**config.mk**
```make
export PLATFORM = sky130hd
export DESIGN_NAME = trimmed_mean_window_filter_unit
export DESIGN_NICKNAME = d
export VERILOG_FILES = /design/src/tmwf_pkg.sv /design/src/tmwf_ram.sv /design/src/trimmed_mean_window_filter_unit.sv
export SDC_FILE = /design/constraint.sdc
export NUM_CORES = 2
export LEC_CHECK = 0
export ABC_AREA = 1
export BUFFER_PORTS_ARGS = -buffer_cell sky130_fd_sc_hd__buf_4
export CAP_MARGIN = 10
export CORE_AREA = 2 2 316 318
export CTS_CLUSTER_SIZE = 20
export DETAILED_ROUTE_END_ITERATION = 8
export DIE_AREA = 0 0 318 320
export PLACE_DENSITY = 0.69
export SETUP_SLACK_MARGIN = 0.2
export SLEW_MARGIN = 20
export SYNTH_ARGS = -nofsm -noshare
export SYNTH_HDL_FRONTEND = slang
export SYNTH_SLANG_ARGS = --single-unit
```
**constraint.sdc**
```tcl
create_clock -name clk_i -period 6.15 [get_ports clk_i]
set_clock_uncertainty 0.1 [all_clocks]
set_input_delay 1.23 -clock clk_i [delete_from_list [all_inputs] [get_ports clk_i]]
set_output_delay 1.23 -clock clk_i [all_outputs]
set_load 0.03 [all_outputs]
```
**src/tmwf_pkg.sv**
```systemverilog
`default_nettype none

package tmwf_pkg;

  localparam int unsigned SAMPLE_W = 16;
  localparam int unsigned CHAN_W   = 2;

  typedef enum logic [2:0] {
    S_CLEAR,
    S_IDLE,
    S_WRITE,
    S_READ,
    S_TRIM,
    S_DIV,
    S_DONE
  } state_e;

endpackage

`default_nettype wire

```
**src/tmwf_ram.sv**
```systemverilog
`default_nettype none

module tmwf_ram #(
  parameter int unsigned WIDTH = 16,
  parameter int unsigned DEPTH = 48
) (
  input  wire logic                     clk_i,
  input  wire logic                     we_i,
  input  wire logic [$clog2(DEPTH)-1:0] waddr_i,
  input  wire logic [WIDTH-1:0]         wdata_i,
  input  wire logic [$clog2(DEPTH)-1:0] raddr_i,
  output logic      [WIDTH-1:0]         rdata_o
);

  logic [WIDTH-1:0] mem [DEPTH];

  always_ff @(posedge clk_i) begin
    if (we_i) begin
      mem[waddr_i] <= wdata_i;
    end
    rdata_o <= mem[raddr_i];
  end

endmodule

`default_nettype wire

```
**src/trimmed_mean_window_filter_unit.sv**
```systemverilog
// Per request: the sample is written, the channel's window is read back, the sum is trimmed,
//   scaled by a reciprocal multiply and registered for output (out-of-range channels give 0).
// Flow: requests are taken one at a time, set by the window walk over the single
//   RAM read port; a stalled result holds the next request back in the output state.
// Reset: asynchronous, active low; afterwards all min(CHANNELS,4) * WINDOW words of the
//   window RAM are zeroed, during which s_axis_tready_o stays low.
`default_nettype none

module trimmed_mean_window_filter_unit
  import tmwf_pkg::*;
#(
  parameter int unsigned CHANNELS = 4,
  parameter int unsigned WINDOW   = 12
) (
  input  wire logic                clk_i,
  input  wire logic                rst_ni,
  input  wire logic                s_axis_tvalid_i,
  output logic                     s_axis_tready_o,
  input  wire logic [SAMPLE_W-1:0] s_axis_tdata_i,   // [15:0] sample
  input  wire logic [CHAN_W-1:0]   s_axis_tuser_i,   // [1:0] channel
  output logic                     m_axis_tvalid_o,
  input  wire logic                m_axis_tready_i,
  output logic [SAMPLE_W-1:0]      m_axis_tdata_o    // [15:0] filtered
);

  localparam int unsigned USED_CH = (CHANNELS < 4) ? CHANNELS : 4;
  localparam int unsigned DEPTH   = USED_CH * WINDOW;
  localparam int unsigned AW      = $clog2(DEPTH);
  localparam int unsigned CIW     = (USED_CH > 1) ? $clog2(USED_CH) : 1;
  localparam int unsigned PW      = $clog2(WINDOW);
  localparam int unsigned RCW     = $clog2(WINDOW + 1);
  localparam int unsigned SUMW    = 17 + $clog2(WINDOW);
  localparam int unsigned RSH     = 25;
  localparam int unsigned RCPW    = RSH + 1;
  localparam int unsigned PRODW   = SUMW + RCPW;

  localparam longint unsigned RECIP_L =
    ((64'd1 << RSH) + 64'(WINDOW) - 64'd3) / 64'(WINDOW - 2);

  localparam logic [AW-1:0]   WIN_A  = AW'(WINDOW);
  localparam logic [AW-1:0]   LAST_A = AW'(DEPTH - 1);
  localparam logic [PW-1:0]   LAST_P = PW'(WINDOW - 1);
  localparam logic [RCW-1:0]  WIN_R  = RCW'(WINDOW);
  localparam logic [RCPW-1:0] RECIP  = RCPW'(RECIP_L);

  state_e state_q, state_d;

  logic [AW-1:0]       clr_cnt_q;
  logic [PW-1:0]       ptr_q [USED_CH];
  logic [RCW-1:0]      rd_cnt_q;
  logic                m_valid_q;

  logic [SAMPLE_W-1:0] sample_q;
  logic [CIW-1:0]      ch_q;
  logic                ch_ok_q;
  logic [SUMW-1:0]     sum_q;
  logic [SAMPLE_W-1:0] hi_q, lo_q;
  logic                neg_q;
  logic [SUMW-1:0]     mag_q;
  logic [SAMPLE_W-1:0] quo_q;
  logic [SAMPLE_W-1:0] m_data_q;

  logic                mem_we;
  logic [AW-1:0]       mem_waddr, mem_raddr;
  logic [SAMPLE_W-1:0] mem_wdata, mem_rdata;

  logic                s_acc, out_free, in_ok;
  logic [AW-1:0]       base_addr;
  logic [SUMW-1:0]     elem_ext, hi_ext, lo_ext, diff;
  logic [PRODW-1:0]    prod;
  logic [SAMPLE_W-1:0] result;

  assign s_acc     = s_axis_tvalid_i && s_axis_tready_o;
  assign out_free  = !m_valid_q || m_axis_tready_i;
  assign in_ok     = 32'(s_axis_tuser_i) < CHANNELS;
  assign base_addr = AW'(ch_q) * WIN_A;
  assign elem_ext  = {{(SUMW - SAMPLE_W){mem_rdata[SAMPLE_W-1]}}, mem_rdata};
  assign hi_ext    = {{(SUMW - SAMPLE_W){hi_q[SAMPLE_W-1]}}, hi_q};
  assign lo_ext    = {{(SUMW - SAMPLE_W){lo_q[SAMPLE_W-1]}}, lo_q};
  assign diff      = sum_q - hi_ext - lo_ext;
  assign prod      = PRODW'(mag_q) * PRODW'(RECIP);
  assign result    = neg_q ? (~quo_q + 1'b1) : quo_q;

  tmwf_ram #(
    .WIDTH(SAMPLE_W),
    .DEPTH(DEPTH)
  ) u_ram (
    .clk_i  (clk_i),
    .we_i   (mem_we),
    .waddr_i(mem_waddr),
    .wdata_i(mem_wdata),
    .raddr_i(mem_raddr),
    .rdata_o(mem_rdata)
  );

  always_comb begin
    state_d = state_q;
    case (state_q)
      S_CLEAR: if (clr_cnt_q == LAST_A) state_d = S_IDLE;
      S_IDLE:  if (s_acc) state_d = in_ok ? S_WRITE : S_DONE;
      S_WRITE: state_d = S_READ;
      S_READ:  if (rd_cnt_q == WIN_R) state_d = S_TRIM;
      S_TRIM:  state_d = S_DIV;
      S_DIV:   state_d = S_DONE;
      S_DONE:  if (out_free) state_d = S_IDLE;
      default: state_d = S_CLEAR;
    endcase
  end

  always_comb begin
    s_axis_tready_o = 1'b0;
    mem_we          = 1'b0;
    mem_waddr       = base_addr + AW'(ptr_q[ch_q]);
    mem_wdata       = sample_q;
    mem_raddr       = base_addr + AW'(rd_cnt_q[PW-1:0]);
    case (state_q)
      S_CLEAR: begin
        mem_we    = 1'b1;
        mem_waddr = clr_cnt_q;
        mem_wdata = '0;
      end
      S_IDLE:  s_axis_tready_o = 1'b1;
      S_WRITE: mem_we = 1'b1;
      default: ;
    endcase
  end

  always_ff @(posedge clk_i or negedge rst_ni) begin
    if (!rst_ni) begin
      state_q   <= S_CLEAR;
      clr_cnt_q <= '0;
      rd_cnt_q  <= '0;
      m_valid_q <= 1'b0;
      for (int i = 0; i < USED_CH; i++) begin
        ptr_q[i] <= '0;
      end
    end else begin
      state_q <= state_d;
      if (state_q == S_DONE && out_free) begin
        m_valid_q <= 1'b1;
      end else if (m_axis_tready_i) begin
        m_valid_q <= 1'b0;
      end
      case (state_q)
        S_CLEAR: clr_cnt_q <= clr_cnt_q + 1'b1;
        S_WRITE: begin
          ptr_q[ch_q] <= (ptr_q[ch_q] == LAST_P) ? '0 : ptr_q[ch_q] + 1'b1;
          rd_cnt_q    <= '0;
        end
        S_READ:  rd_cnt_q <= rd_cnt_q + 1'b1;
        default: ;
      endcase
    end
  end

  always_ff @(posedge clk_i) begin
    case (state_q)
      S_IDLE: begin
        if (s_acc) begin
          sample_q <= s_axis_tdata_i;
          ch_q     <= CIW'(s_axis_tuser_i);
          ch_ok_q  <= in_ok;
          quo_q    <= '0;
          neg_q    <= 1'b0;
        end
      end
      S_READ: begin
        if (rd_cnt_q == RCW'(1)) begin
          sum_q <= elem_ext;
          hi_q  <= mem_rdata;
          lo_q  <= mem_rdata;
        end else if (rd_cnt_q != '0) begin
          sum_q <= sum_q + elem_ext;
          if ($signed(mem_rdata) > $signed(hi_q)) hi_q <= mem_rdata;
          if ($signed(mem_rdata) < $signed(lo_q)) lo_q <= mem_rdata;
        end
      end
      S_TRIM: begin
        neg_q <= diff[SUMW-1];
        mag_q <= diff[SUMW-1] ? (~diff + 1'b1) : diff;
      end
      S_DIV:  quo_q <= prod[RSH +: SAMPLE_W];
      S_DONE: if (out_free) m_data_q <= ch_ok_q ? result : '0;
      default: ;
    endcase
  end

  assign m_axis_tvalid_o = m_valid_q;
  assign m_axis_tdata_o  = m_data_q;

endmodule

`default_nettype wire

```
==> key figures <==
Run status
  • Status: completed

Logic synthesis
  • Sequential area share after synthesis: a little under three fifths
  • Syn avg cell area: about 11 µm²
  • Number of synthesis warnings: 0
  • Asr flop ratio synth: roughly 3.2%
  • Mapped Area: ~50000 µm²
  • Post-synth EDFFs: 893
  • Top-area cell type share of the netlist area: 55.0%
  • Top FF cell, synth: edfxtp_1
  • Area leader, netlist: edfxtp_1
  • Synth cell types: a little under 50
  • Post-synthesis register bit count: ~940
  • Synth Instances: between 4k and 5k
  • Synth top area cells: edfxtp_1 (55%), ha_1 (7.3%), fa_1 (6.6%), o21ai_0 (5.0%), nor2_1 (4.8%)
  • Synth Net Count: a little under 5k

Floorplan
  • Core Footprint: a little under 100000 µm²
  • Starting Density: between 40 and 50%
  • Die height: 320 µm
  • # rows: between 100 and 150
  • # IOs: 40
  • Die area: 102000 µm²
  • Die X: ~320 µm

Clocking
  • Worst skew pair latency: 0.67 ns
  • Clock slew seen by the registers of the worst setup and hold paths: approximately 0.060 ns
  • CTS tree: done
  • H-tree depth: 3
  • Clk sink count: between 900 and 1k
  • CTS Buffer Depth: 3
  • Cts bufs inserted: just under 100
  • Clock root cell: clkbuf_16

Timing
  • Final min period: 5.75 ns
  • Worst slew margin: about a third
  • Period utilisation layout: a little over 90%
  • Final TNS setup: 0 ns
  • Slew Limit Fails: 0
  • Tightest Pin Transition: between 1 and 1.5 ns
  • RSZ-0062 raised after global routing: false
  • Fmax: approximately 0.17 GHz
  • Final setup viols: 0
  • Worst Slack Setup Final: 0.405 ns
  • Final hold vios: 0

Detailed routing
  • DR WL/cell: about 21 µm
  • Vias: between 30k and 40k
  • Antenna Nets Post-Route: 0
  • Via density: 5.78
  • Pre-Repair DR Iteration Count: 6
  • Drt total wl: between 100000 and 150000 µm
  • DRT iter0 DRCs: approximately 4.0k
  • Drt drc: 0

Cells and area
  • Number of fill cells: 8095
  • Nets: 4934
  • Synth-to-layout area growth: 11.6%
  • FF+latch area: roughly 28000 µm²
  • Footprint of the multi-input gates: approximately 19000 µm²
  • Layout cells sized above 1: about 8.5%
  • Layout Utilization: 55.5%
  • Final instance count without filler cells: 5830

Worst hold path
  • HP Class: reg2reg
  • Worst hold path depth: 2

Global route
  • Overall routing resource usage: between 20% and 30%
  • Initial antenna violation count: 2
  • Largest net degree at the start of global routing: about 190
  • GRT overflow: 0
  • Vias in the first global route: ~33k
  • First-pass GRT wire length: 192000 µm

Placed design
  • GP Congestion: 0.903
  • Dpl ws: between 0.2 and 0.3 ns
  • HPWL Detailed: roughly 81000 µm
  • Port Buffers: 39
  • Placed cells: approximately 5.6k

Setup path
  • CP endpoint kind: flip-flop
  • Worst R2R Path Depth: 19
  • CP Max Fanout: 5
  • Crit path DAT: between 6 and 7 ns
  • Critical Path RT: about 6.5 ns
  • Startpoint Class: flip-flop
  • Critical path type: reg2reg
  • Reg2reg setup slack: about 0.4 ns

Run
  • Maxcap violations: 0
## cells by family after synthesis
logic type,synth area share (%)
xor gates and xnor gates,1.29
buffers and inverters,5.29
AOI/OAI and AO/OA,11.0
adders and majority gates,13.9
DFF,57.2
and+or+nand+nor,11.4
## metrics by stage
stage	hold slack, ns	instance area (µm²)
3_3_place_gp	0.362	50800
3_5_place_dp	0.370	50900
4_1_cts	0.371	53900
2_1_floorplan	0.348	48800
5_1_grt	0.395	54400
6_report	0.383	54400
## path summary, 6_finish.rpt
path	to	startpoint
setup / recovery	quo_q[12]	mag_q[12]
hold / removal	ptr_q[1]	ptr_q[1]
setup reg to reg	quo_q[12]	mag_q[12]
hold reg to reg	ptr_q[1]	ptr_q[1]
max in group asynchronous	rd_cnt_q[1]	rst_ni
min in group asynchronous	state_q[2]	rst_ni
## what timing repair did
action	CTS	global route
gates resized for setup	0	26
setup buffers	0	19
hold buffers	0	0
endpoints found under the setup margin	0	16
hold endpoints to repair	0	0
## critical path, stage by stage, from the launching register on
cell	delay, ns
edfxtp_1	0.47
ha_2	0.46
fa_1	0.45
ha_1	0.32
fa_1	0.49
fa_1	0.56
fa_1	0.51
inv_1	0.05
fa_1	0.47
inv_1	0.04
ha_1	0.32
nand2_1	0.13
nor4_1	0.32
nand2_1	0.10
nand2_1	0.17
nand2_1	0.11
nand2_1	0.10
nand3_1	0.10
a21oi_1	0.16
nor2_1	0.07
## metal layers
layer | vias up | track usage [%] | share of wire [%]
li1 | 15600 | - | -
met4 | 2 | 7.50 | 2.9
met1 | 16500 | 35.5 | 43
met2 | 1469 | 38.3 | 46
met5 | - | 0 | 0.0072
met3 | 205 | 3.59 | 8.2
## cell usage after synthesis, drive strengths merged (5+ instances only)
cell type    n
o21bai       8
or2         10
a21o        11
o22ai       41
nor4         6
a211oi       5
nand2      477
o21a         6
dfxtp       16
nor3        23
fa         161
xnor2       11
ha         285
buf         40
o211ai      28
edfxtp     893
nand3b       5
a21oi      112
o21ai      511
dfrtp       30
clkbuf     133
inv        495
a31oi       13
nand4       19
xor2        61
nand3      195
nor2       624
o221ai     155
## sequential cells by signal (all words and copies together) (netlist names)
name / count
ptr_q: 16
u_ram.mem: 768
hi_q: 16
u_ram.rdata_o: 16
mag_q: 21
sum_q: 21
quo_q: 16
clr_cnt_q: 6
m_axis_tdata_o: 16
m_axis_tvalid_o: 1
lo_q: 16
state_q: 3
rd_cnt_q: 4
sample_q: 16
ch_q: 2
neg_q: 1
## placed cells by master, fill, tap and decap left out, drive strengths merged, types with 28 or more instances in the layout
cell type and n:
a21oi 112, buf 152, clkbuf 114, clkinv 42, dfrtp 30, edfxtp 893, fa 161, ha 285
inv 500, nand2 477, nand3 195, nor2 624, o211ai 28, o21ai 511, o221ai 155, o22ai 41
xor2 61
## area by class of cell
| type | instances | share of cell area, % |
|---|---|---|
| Sequential cell | 939 | 51.3 |
| Multi-Input combinational cell | 2779 | 34.2 |
| Clock buffer | 114 | 4.67 |
| Inverter | 497 | 3.45 |
| Tap cell | 1287 | 2.96 |
| Timing Repair Buffer | 152 | 2.52 |
| Clock inverter | 59 | 0.934 |
| Antenna cell | 3 | 0.0138 |
Power is left out: the tool's default activity adds up to more than one toggle a clock period on the data nets, which glitch-free logic cannot reach.
